[config.mk]
export PLATFORM = sky130hd
export DESIGN_NAME = mpeg_start_code_parser_flat
export DESIGN_NICKNAME = d
export VERILOG_FILES = /design/src/rtl/mscp_pkg.sv /design/src/rtl/mscp_byte_if.sv /design/src/rtl/mscp_event_if.sv /design/src/rtl/mscp_parse.sv /design/src/rtl/mscp_out_buf.sv /design/src/rtl/mpeg_start_code_parser.sv /design/src/flat_wrapper.sv
export SDC_FILE = /design/constraint.sdc
export NUM_CORES = 1
export LEC_CHECK = 0
export BUFFER_PORTS_ARGS = -buffer_cell sky130_fd_sc_hd__buf_2
export CORE_UTILIZATION = 30
export CTS_CLUSTER_SIZE = 8
export DETAILED_ROUTE_END_ITERATION = 8
export GPL_ROUTABILITY_DRIVEN = 1
export SLEW_MARGIN = 20
export SYNTH_ARGS = -nofsm -noshare
export SYNTH_HDL_FRONTEND = slang
export SYNTH_SLANG_ARGS = --single-unit
[constraint.sdc]
create_clock -name clk -period 4.9 [get_ports clk]
set_input_delay 0.49 -clock clk [delete_from_list [all_inputs] [get_ports clk]]
set_output_delay 0.49 -clock clk [all_outputs]
set_load 0.03 [all_outputs]
[src/rtl/mscp_pkg.sv]
// Shared types and constants for the MPEG start code parser.
package mscp_pkg;

  // Parse phase of the scanner
  typedef enum logic [1:0] {
    PH_SCAN,
    PH_CODE,
    PH_SEQ,
    PH_PIC
  } phase_t;

  // Event kind codes
  localparam logic [2:0] EV_PACK    = 3'd0;
  localparam logic [2:0] EV_SYSTEM  = 3'd1;
  localparam logic [2:0] EV_SEQ_HDR = 3'd2;
  localparam logic [2:0] EV_GOP     = 3'd3;
  localparam logic [2:0] EV_PICTURE = 3'd4;
  localparam logic [2:0] EV_SLICE   = 3'd5;
  localparam logic [2:0] EV_VIDEO   = 3'd6;
  localparam logic [2:0] EV_AUDIO   = 3'd7;

  // Start code values and ranges
  localparam logic [7:0] PREFIX_LAST  = 8'h01;
  localparam logic [7:0] CODE_PACK    = 8'hBA;
  localparam logic [7:0] CODE_SYSTEM  = 8'hBB;
  localparam logic [7:0] CODE_SEQ_HDR = 8'hB3;
  localparam logic [7:0] CODE_GOP     = 8'hB8;
  localparam logic [7:0] CODE_PICTURE = 8'h00;
  localparam logic [7:0] SLICE_LO     = 8'h01;
  localparam logic [7:0] SLICE_HI     = 8'hAF;
  localparam logic [7:0] AUDIO_LO     = 8'hC0;
  localparam logic [7:0] AUDIO_HI     = 8'hDF;
  localparam logic [7:0] VIDEO_LO     = 8'hE0;
  localparam logic [7:0] VIDEO_HI     = 8'hEF;

  // Header byte counts and valid code ranges
  localparam logic [2:0] SEQ_BYTES = 3'd4;
  localparam logic [2:0] PIC_BYTES = 3'd2;
  localparam logic [3:0] RATE_MIN  = 4'd1;
  localparam logic [3:0] RATE_MAX  = 4'd8;
  localparam logic [2:0] PTYPE_MIN = 3'd1;
  localparam logic [2:0] PTYPE_MAX = 3'd3;
  localparam logic [1:0] FILL_FULL = 2'd2;

  // One result item
  typedef struct packed {
    logic [2:0]  event_kind;
    logic [7:0]  code_value;
    logic [11:0] frame_width;
    logic [11:0] frame_height;
    logic [3:0]  rate_code;
    logic [1:0]  picture_kind;
  } event_t;

  // Result handed from the parse stage to the output buffer
  typedef struct packed {
    logic   valid;
    event_t data;
  } event_push_t;

endpackage

[src/rtl/mscp_byte_if.sv]
// Byte stream channel: valid/ready handshake carrying one stream byte.
interface mscp_byte_if;
  logic       valid;
  logic       ready;
  logic [7:0] data_byte;

  modport source (output valid, output data_byte, input ready);
  modport sink (input valid, input data_byte, output ready);
endinterface

[src/rtl/mscp_event_if.sv]
// Event channel: valid/ready handshake carrying one parsed start code event.
interface mscp_event_if;
  logic        valid;
  logic        ready;
  logic [2:0]  event_kind;
  logic [7:0]  code_value;
  logic [11:0] frame_width;
  logic [11:0] frame_height;
  logic [3:0]  rate_code;
  logic [1:0]  picture_kind;

  modport source (output valid, output event_kind, output code_value, output frame_width,
                  output frame_height, output rate_code, output picture_kind, input ready);
  modport sink (input valid, input event_kind, input code_value, input frame_width,
                input frame_height, input rate_code, input picture_kind, output ready);
endinterface

[src/rtl/mscp_parse.sv]
// Input register and single-pass start code parse stage with scanner state.
module mscp_parse import mscp_pkg::*; (
  input  logic        clk,
  input  logic        rst,
  mscp_byte_if.sink   stream,
  input  logic        buf_ready,
  output event_push_t push
);

  logic        in_valid;
  logic [7:0]  in_byte;

  phase_t      phase, phase_next;
  logic [15:0] recent, recent_next;
  logic [1:0]  fill, fill_next;
  logic [2:0]  bytes_left, bytes_left_next;
  logic [23:0] hdr, hdr_next;

  logic        advance;
  logic        res_valid;
  event_t      res;
  logic [3:0]  rate;
  logic [2:0]  ptype;

  assign advance      = in_valid && buf_ready;
  assign stream.ready = !in_valid || buf_ready;
  assign rate         = in_byte[3:0];
  assign ptype        = in_byte[5:3];

  // Hold the accepted byte until the parse stage takes it
  always_ff @(posedge clk) begin
    if (rst) begin
      in_valid <= 1'b0;
    end else if (stream.valid && stream.ready) begin
      in_valid <= 1'b1;
    end else if (advance) begin
      in_valid <= 1'b0;
    end
  end

  always_ff @(posedge clk) begin
    if (stream.valid && stream.ready) begin
      in_byte <= stream.data_byte;
    end
  end

  // Classify the byte and compute next scanner state
  always_comb begin
    phase_next      = phase;
    recent_next     = recent;
    fill_next       = fill;
    bytes_left_next = bytes_left;
    hdr_next        = hdr;
    res_valid       = 1'b0;
    res             = '0;
    case (phase)
      PH_SCAN: begin
        if (fill == FILL_FULL && recent == 16'h0000 && in_byte == PREFIX_LAST) begin
          recent_next = '0;
          fill_next   = '0;
          phase_next  = PH_CODE;
        end else begin
          recent_next = {recent[7:0], in_byte};
          fill_next   = (fill == FILL_FULL) ? FILL_FULL : fill + 2'd1;
        end
      end
      PH_CODE: begin
        recent_next     = '0;
        fill_next       = '0;
        phase_next      = PH_SCAN;
        bytes_left_next = '0;
        res.code_value  = in_byte;
        if (in_byte == CODE_PACK) begin
          res_valid      = 1'b1;
          res.event_kind = EV_PACK;
        end else if (in_byte == CODE_SYSTEM) begin
          res_valid      = 1'b1;
          res.event_kind = EV_SYSTEM;
        end else if (in_byte == CODE_GOP) begin
          res_valid      = 1'b1;
          res.event_kind = EV_GOP;
        end else if (in_byte == CODE_SEQ_HDR) begin
          phase_next      = PH_SEQ;
          bytes_left_next = SEQ_BYTES;
        end else if (in_byte == CODE_PICTURE) begin
          phase_next      = PH_PIC;
          bytes_left_next = PIC_BYTES;
        end else if (in_byte >= SLICE_LO && in_byte <= SLICE_HI) begin
          res_valid      = 1'b1;
          res.event_kind = EV_SLICE;
        end else if (in_byte >= AUDIO_LO && in_byte <= AUDIO_HI) begin
          res_valid      = 1'b1;
          res.event_kind = EV_AUDIO;
        end else if (in_byte >= VIDEO_LO && in_byte <= VIDEO_HI) begin
          res_valid      = 1'b1;
          res.event_kind = EV_VIDEO;
        end
      end
      PH_SEQ: begin
        hdr_next = {hdr[15:0], in_byte};
        if (bytes_left > 3'd1) begin
          bytes_left_next = bytes_left - 3'd1;
        end else begin
          recent_next     = '0;
          fill_next       = '0;
          phase_next      = PH_SCAN;
          bytes_left_next = '0;
          if (rate >= RATE_MIN && rate <= RATE_MAX) begin
            res_valid        = 1'b1;
            res.event_kind   = EV_SEQ_HDR;
            res.code_value   = CODE_SEQ_HDR;
            res.frame_width  = {hdr[23:16], hdr[15:12]};
            res.frame_height = hdr[11:0];
            res.rate_code    = rate;
          end
        end
      end
      PH_PIC: begin
        hdr_next = {hdr[15:0], in_byte};
        if (bytes_left > 3'd1) begin
          bytes_left_next = bytes_left - 3'd1;
        end else begin
          recent_next     = '0;
          fill_next       = '0;
          phase_next      = PH_SCAN;
          bytes_left_next = '0;
          if (ptype >= PTYPE_MIN && ptype <= PTYPE_MAX) begin
            res_valid        = 1'b1;
            res.event_kind   = EV_PICTURE;
            res.code_value   = CODE_PICTURE;
            res.picture_kind = ptype[1:0];
          end
        end
      end
      default: begin
        phase_next = PH_SCAN;
      end
    endcase
  end

  // Advance scanner state when the byte is taken
  always_ff @(posedge clk) begin
    if (rst) begin
      phase      <= PH_SCAN;
      recent     <= '0;
      fill       <= '0;
      bytes_left <= '0;
      hdr        <= '0;
    end else if (advance) begin
      phase      <= phase_next;
      recent     <= recent_next;
      fill       <= fill_next;
      bytes_left <= bytes_left_next;
      hdr        <= hdr_next;
    end
  end

  assign push.valid = advance && res_valid;
  assign push.data  = res;

  a_fill_range: assert property (@(posedge clk) disable iff (rst)
    fill != 2'd3)
    else $error("window fill out of range");

  a_idle_no_count: assert property (@(posedge clk) disable iff (rst)
    (phase == PH_SCAN || phase == PH_CODE) |-> bytes_left == 3'd0)
    else $error("header byte count left over outside header phase");

  a_hdr_count: assert property (@(posedge clk) disable iff (rst)
    (phase == PH_SEQ || phase == PH_PIC) |-> (bytes_left != 3'd0 && bytes_left <= SEQ_BYTES))
    else $error("header byte count out of range");

  a_code_after_prefix: assert property (@(posedge clk) disable iff (rst)
    (phase == PH_CODE) |-> (fill == 2'd0 && recent == 16'h0000))
    else $error("window not emptied after prefix");

endmodule

[src/rtl/mscp_out_buf.sv]
// Two-entry output buffer (result register plus skid entry) for parsed events.
module mscp_out_buf import mscp_pkg::*; (
  input  logic         clk,
  input  logic         rst,
  input  event_push_t  push,
  output logic         buf_ready,
  mscp_event_if.source events
);

  logic   main_valid;
  logic   skid_valid;
  event_t main_data;
  event_t skid_data;
  logic   pop;

  assign pop       = main_valid && events.ready;
  assign buf_ready = !skid_valid;

  // Track occupancy of result and skid entries
  always_ff @(posedge clk) begin
    if (rst) begin
      main_valid <= 1'b0;
      skid_valid <= 1'b0;
    end else if (skid_valid) begin
      if (pop) begin
        skid_valid <= 1'b0;
      end
    end else if (push.valid) begin
      if (!main_valid || pop) begin
        main_valid <= 1'b1;
      end else begin
        skid_valid <= 1'b1;
      end
    end else if (pop) begin
      main_valid <= 1'b0;
    end
  end

  // Move payload into the result register or park it in the skid entry
  always_ff @(posedge clk) begin
    if (skid_valid) begin
      if (pop) begin
        main_data <= skid_data;
      end
    end else if (push.valid) begin
      if (!main_valid || pop) begin
        main_data <= push.data;
      end else begin
        skid_data <= push.data;
      end
    end
  end

  assign events.valid        = main_valid;
  assign events.event_kind   = main_data.event_kind;
  assign events.code_value   = main_data.code_value;
  assign events.frame_width  = main_data.frame_width;
  assign events.frame_height = main_data.frame_height;
  assign events.rate_code    = main_data.rate_code;
  assign events.picture_kind = main_data.picture_kind;

  a_skid_implies_main: assert property (@(posedge clk) disable iff (rst)
    skid_valid |-> main_valid)
    else $error("skid entry held while result register empty");

  a_no_push_when_full: assert property (@(posedge clk) disable iff (rst)
    skid_valid |-> !push.valid)
    else $error("item pushed into full output buffer");

  a_skid_drains: assert property (@(posedge clk) disable iff (rst)
    (skid_valid && pop) |=> (main_valid && !skid_valid))
    else $error("skid entry lost on drain");

endmodule

[src/rtl/mpeg_start_code_parser.sv]
// MPEG start code parser top level: byte stream in, start code events out.
// An accepted byte is held in the input register; its result item is then offered from the output buffer.
// Throughput: one byte per cycle, sustained while the event sink keeps up.
// The input register feeds one combinational parse pass; a two-entry output
// buffer lets the next byte be taken while an event still waits.
// Reset (synchronous, active high): window empty, scanning for the prefix.
module mpeg_start_code_parser import mscp_pkg::*; (
  input  logic         clk,
  input  logic         rst,
  mscp_byte_if.sink    stream,
  mscp_event_if.source events
);

  event_push_t push;
  logic        buf_ready;

  // Parse stage
  mscp_parse u_parse (
    .clk       (clk),
    .rst       (rst),
    .stream    (stream),
    .buf_ready (buf_ready),
    .push      (push)
  );

  // Output buffer
  mscp_out_buf u_out_buf (
    .clk       (clk),
    .rst       (rst),
    .push      (push),
    .buf_ready (buf_ready),
    .events    (events)
  );

endmodule

[src/flat_wrapper.sv]
// flat-port wrapper written by rule: the top's interface ports become plain ports
module mpeg_start_code_parser_flat import mscp_pkg::*;
  (clk, rst, stream_valid, stream_data_byte, stream_ready, events_valid, events_event_kind, events_code_value, events_frame_width, events_frame_height, events_rate_code, events_picture_kind, events_ready);
  mscp_byte_if stream_i ();
  mscp_event_if events_i ();
  input  logic clk;
  input  logic rst;
  input wire logic [$bits(stream_i.valid)-1:0] stream_valid;
  input wire logic [$bits(stream_i.data_byte)-1:0] stream_data_byte;
  output wire logic [$bits(stream_i.ready)-1:0] stream_ready;
  output wire logic [$bits(events_i.valid)-1:0] events_valid;
  output wire logic [$bits(events_i.event_kind)-1:0] events_event_kind;
  output wire logic [$bits(events_i.code_value)-1:0] events_code_value;
  output wire logic [$bits(events_i.frame_width)-1:0] events_frame_width;
  output wire logic [$bits(events_i.frame_height)-1:0] events_frame_height;
  output wire logic [$bits(events_i.rate_code)-1:0] events_rate_code;
  output wire logic [$bits(events_i.picture_kind)-1:0] events_picture_kind;
  input wire logic [$bits(events_i.ready)-1:0] events_ready;
  assign stream_i.valid = stream_valid;
  assign stream_i.data_byte = stream_data_byte;
  assign stream_ready = stream_i.ready;
  assign events_valid = events_i.valid;
  assign events_event_kind = events_i.event_kind;
  assign events_code_value = events_i.code_value;
  assign events_frame_width = events_i.frame_width;
  assign events_frame_height = events_i.frame_height;
  assign events_rate_code = events_i.rate_code;
  assign events_picture_kind = events_i.picture_kind;
  assign events_i.ready = events_ready;
  mpeg_start_code_parser u_core (.clk(clk), .rst(rst), .stream(stream_i), .events(events_i));
endmodule
==> summary.txt <==
STA
  • Worst-Margin Slew: about 1.1 ns
  • Fin crit share: 0.650
  • RSZ-0062 raised after global routing: false
  • Endpoints failing setup: 0
  • FMAX: 314 MHz
  • Clk_skew: between 0.006 and 0.007 ns
  • Relative slew margins: 0.277
  • Final Hold Viols: 0
  • Setup TNS: 0 ns
  • Max-slew violations: 0
  • Final worst path period need: approximately 3.2 ns

Clock network
  • Worst skew pair latency: between 0.4 and 0.5 ns
  • CTS tree: yes
  • Clock Tree Buf Depth: 2
  • Num CTS Buffers: 17
  • Resize count post-CTS: 0
  • Hold_buf cts: 0
  • Post-CTS Setup Bufs: 0
  • CTS H-Tree Depth: 4
  • Clk pin slew, worst setup/hold paths: around 0.060 ns
  • CTS root buffer: clkbuf_16
  • Clock Sinks: 140

Status
  • Status: completed

Floorplan
  • Io pins: 55
  • Core ar.: 18800 µm²
  • DIE AREA: 19900 µm²
  • Die Span Y: roughly 140 µm
  • # rows: 50
  • Die width: between 100 and 150 µm
  • Initial Utilization: 0.308

Route
  • DRC Markers: 0
  • DR vias: around 3700
  • Remaining antenna violation count after routing: 0
  • Iter 0 DRT Violations: roughly 290
  • Drt pass-1 iters: 4
  • Average wire per standard cell: ~15 µm
  • Post-Route WL: between 10000 and 15000 µm
  • DR vias/cell: 4.70

Finish
  • Most common cell after layout, fill and taps aside: edfxtp_1
  • Area Growth Syn to Fin: 18.1%
  • Final nets: between 500 and 600
  • Design area: between 6000 and 7000 µm²
  • Layout cells sized above 1: 0.259
  • Most frequent cells in the layout: edfxtp_1, nand2_1, buf_2
  • ANT cells: 0

Global routing
  • Vias in the first global route: between 3000 and 4000
  • Total gr overflow: 0
  • Gr usage total: 0.124
  • Pin count of the biggest net entering global routing: between 50 and 60
  • First-pass GRT wire length: between 15000 and 20000 µm
  • Initial antenna violation count: 0

Logic synthesis
  • #FFs+latches synth: between 100 and 150
  • Sequential fraction of the synthesis area: 0.638
  • Synth area leader: edfxtp_1
  • Post-Syn Area: a little under 6000 µm²
  • Top cell type's share of synthesized area: 0.465
  • Syn avg cell area: between 10 and 15 µm²
  • Post-synth ARST share: 0
  • Total nets after synthesis: about 500
  • Synth unique cells: 50
  • Synth Instances: ~480
  • Area contributors post-synth: edfxtp_1, dfxtp_1, mux2_2, nand2_1, a21oi_1
  • EDFF count, synth: 90
  • Yosys warns: 0
  • Main synth FF type: edfxtp_1

Power
  • Int Power: 0.00196 W
  • Comb power frac: 0.020
  • P_sw: about 0.00054 W
  • Max VDD drop: about 0.00025 V
  • Sequential share of power: 0.507
  • Power Density: between 300 and 400 nW/µm²
  • Clock share of power: 0.473
  • LEAKAGE: around 2.5 nW
  • Switching fraction of total power: 0.214

Run
  • Maxcap violations: 0

Critical path
  • Internal reg-to-reg setup slack: 1.71 ns
  • Worst path depth: 6
  • Critical path peak fanout: 41
  • Crit-path leading delay family: compound AO/OA/AOI/OAI gates
  • CP startpoint kind: flop
  • CP Buf/Inv Count: 1
  • Critical Path AT: around 3.2 ns
  • CP max stage delay: roughly 0.79 ns
  • Setup crit start: u_core.u_parse.in_byte[1]
  • Worst EP required: between 4 and 5 ns
  • Reg-to-Reg End: u_core.u_out_buf.events.frame_height[10]
  • Crit-path cells: nor3_4 > xnor2_2 > o2111ai_1 > a31o_2 > a21boi_4 > buf_4
  • Reg-to-Reg Start: u_core.u_parse.in_byte[1]
  • Critical path class: reg -> reg
  • Worst Setup EP: u_core.u_out_buf.events.frame_height[10]
  • R2R depth: 6
  • Endpoint type of the worst setup path: flop
  • Slowest CP cell: xnor2_2

Worst hold path
  • Worst min-delay path category: in -> reg

Place
  • Area after DPL: 6310 µm²
  • Post-DP HPWL: between 7000 and 8000 µm
  • Final GP Congestion: 0.841
  • # port buffers: 54
==> worst register-to-register path: stages, from the launching register on <==
cell	delay (ns)
edfxtp_1	0.60
nor3_4	0.12
xnor2_2	0.79
o2111ai_1	0.36
a31o_2	0.36
a21boi_4	0.14
buf_4	0.43
==> power groups by stage <==
stage               Clock, W  Sequential [W]  Combinational, W
global placement           0         0.00129         0.0000481
detailed placement         0         0.00129         0.0000500
finish               0.00118         0.00127         0.0000503
floorplan                  0         0.00128         0.0000434
CTS                  0.00120         0.00127         0.0000501
global route         0.00126         0.00127         0.0000565
==> cell type report <==
type / count / area, µm²
clock buffers: 18 / 429
well taps: 260 / 325
multi-input cells: 297 / 1940
clock inverters: 14 / 121
repair buffers: 57 / 293
fillers: 1844 / 12000
inverters: 11 / 41.3
flip-flops and latches: 140 / 3700
==> logic make-up after synthesis <==
logic type / Yosys count / synth area share
simple gates: 170 / 0.150
flops: 140 / 0.638
buf+inv: 46 / 0.0351
mux: 41 / 0.0795
xor+xnor: 2 / 0.00431
fa+ha+maj: 4 / 0.00862
compound gates: 80 / 0.0843
==> synth_stat cells (2+ instances only) <==
master / n
buf_6: 2
nand2b_1: 6
mux2_2: 41
or3_1: 3
inv_1: 11
a31oi_1: 15
nor2_1: 28
ha_1: 4
and2_1: 8
clkbuf_2: 3
and3_1: 27
nor2b_1: 17
dfxtp_1: 50
nand2_1: 61
o21ai_0: 5
clkbuf_1: 22
nand3_1: 4
buf_2: 7
edfxtp_1: 90
a21o_1: 6
nor4_1: 6
a21oi_1: 38
o21ai_1: 2
==> worst min-delay path by stage <==
stage / startpoint / endpoint / slack, ns / depth (start not counted)
6_report: stream_data_byte[6] / u_core.u_parse.in_byte[6] / 0.24 / 1
5_1_grt: stream_data_byte[6] / u_core.u_parse.in_byte[6] / 0.22 / 1
2_1_floorplan: u_core.u_parse.hdr[16] / u_core.u_parse.hdr[16] / 0.43 / 2
3_5_place_dp: u_core.u_parse.hdr[22] / u_core.u_parse.hdr[22] / 0.45 / 2
4_1_cts: stream_data_byte[6] / u_core.u_parse.in_byte[6] / 0.23 / 1
3_3_place_gp: u_core.u_parse.fill[0] / u_core.u_parse.fill[0] / 0.44 / 2
==> flip-flops by register name (all words and copies together), names as in the netlist, 2 cells and up <==
signal / count
u_core.u_out_buf.events.code_value: 8
u_core.u_out_buf.events.event_kind: 3
u_core.u_out_buf.events.frame_height: 12
u_core.u_out_buf.events.frame_width: 12
u_core.u_out_buf.events.picture_kind: 2
u_core.u_out_buf.events.rate_code: 4
u_core.u_out_buf.skid_data: 41
u_core.u_parse.bytes_left: 3
u_core.u_parse.fill: 2
u_core.u_parse.hdr: 24
u_core.u_parse.in_byte: 8
u_core.u_parse.phase: 2
u_core.u_parse.recent: 16
==> stage by stage <==
stage	cells	worst slack (ns)	utilization	total power, W	hold slack [ns]
CTS	797	1.75	0.364	0.00252	0.226
global placement	765	1.85	0.334	0.00134	0.440
detailed placement	765	1.76	0.335	0.00134	0.446
finish	797	1.71	0.364	0.00250	0.243
global route	797	1.46	0.364	0.00258	0.219
floorplan	483	1.05	-	0.00132	0.432
==> layer usage <==
metal  share of wire  up-vias  GRT usage  wire length (µm)
li1                -     1821          -                 -
met1            0.46     1813      0.155              5350
met2            0.46      102      0.195              5350
met3           0.066       13     0.0455               763
met4           0.015        0     0.0509               172
met5               0        -          0                 0
No activity file was read; power rests on OpenSTA's default activity.
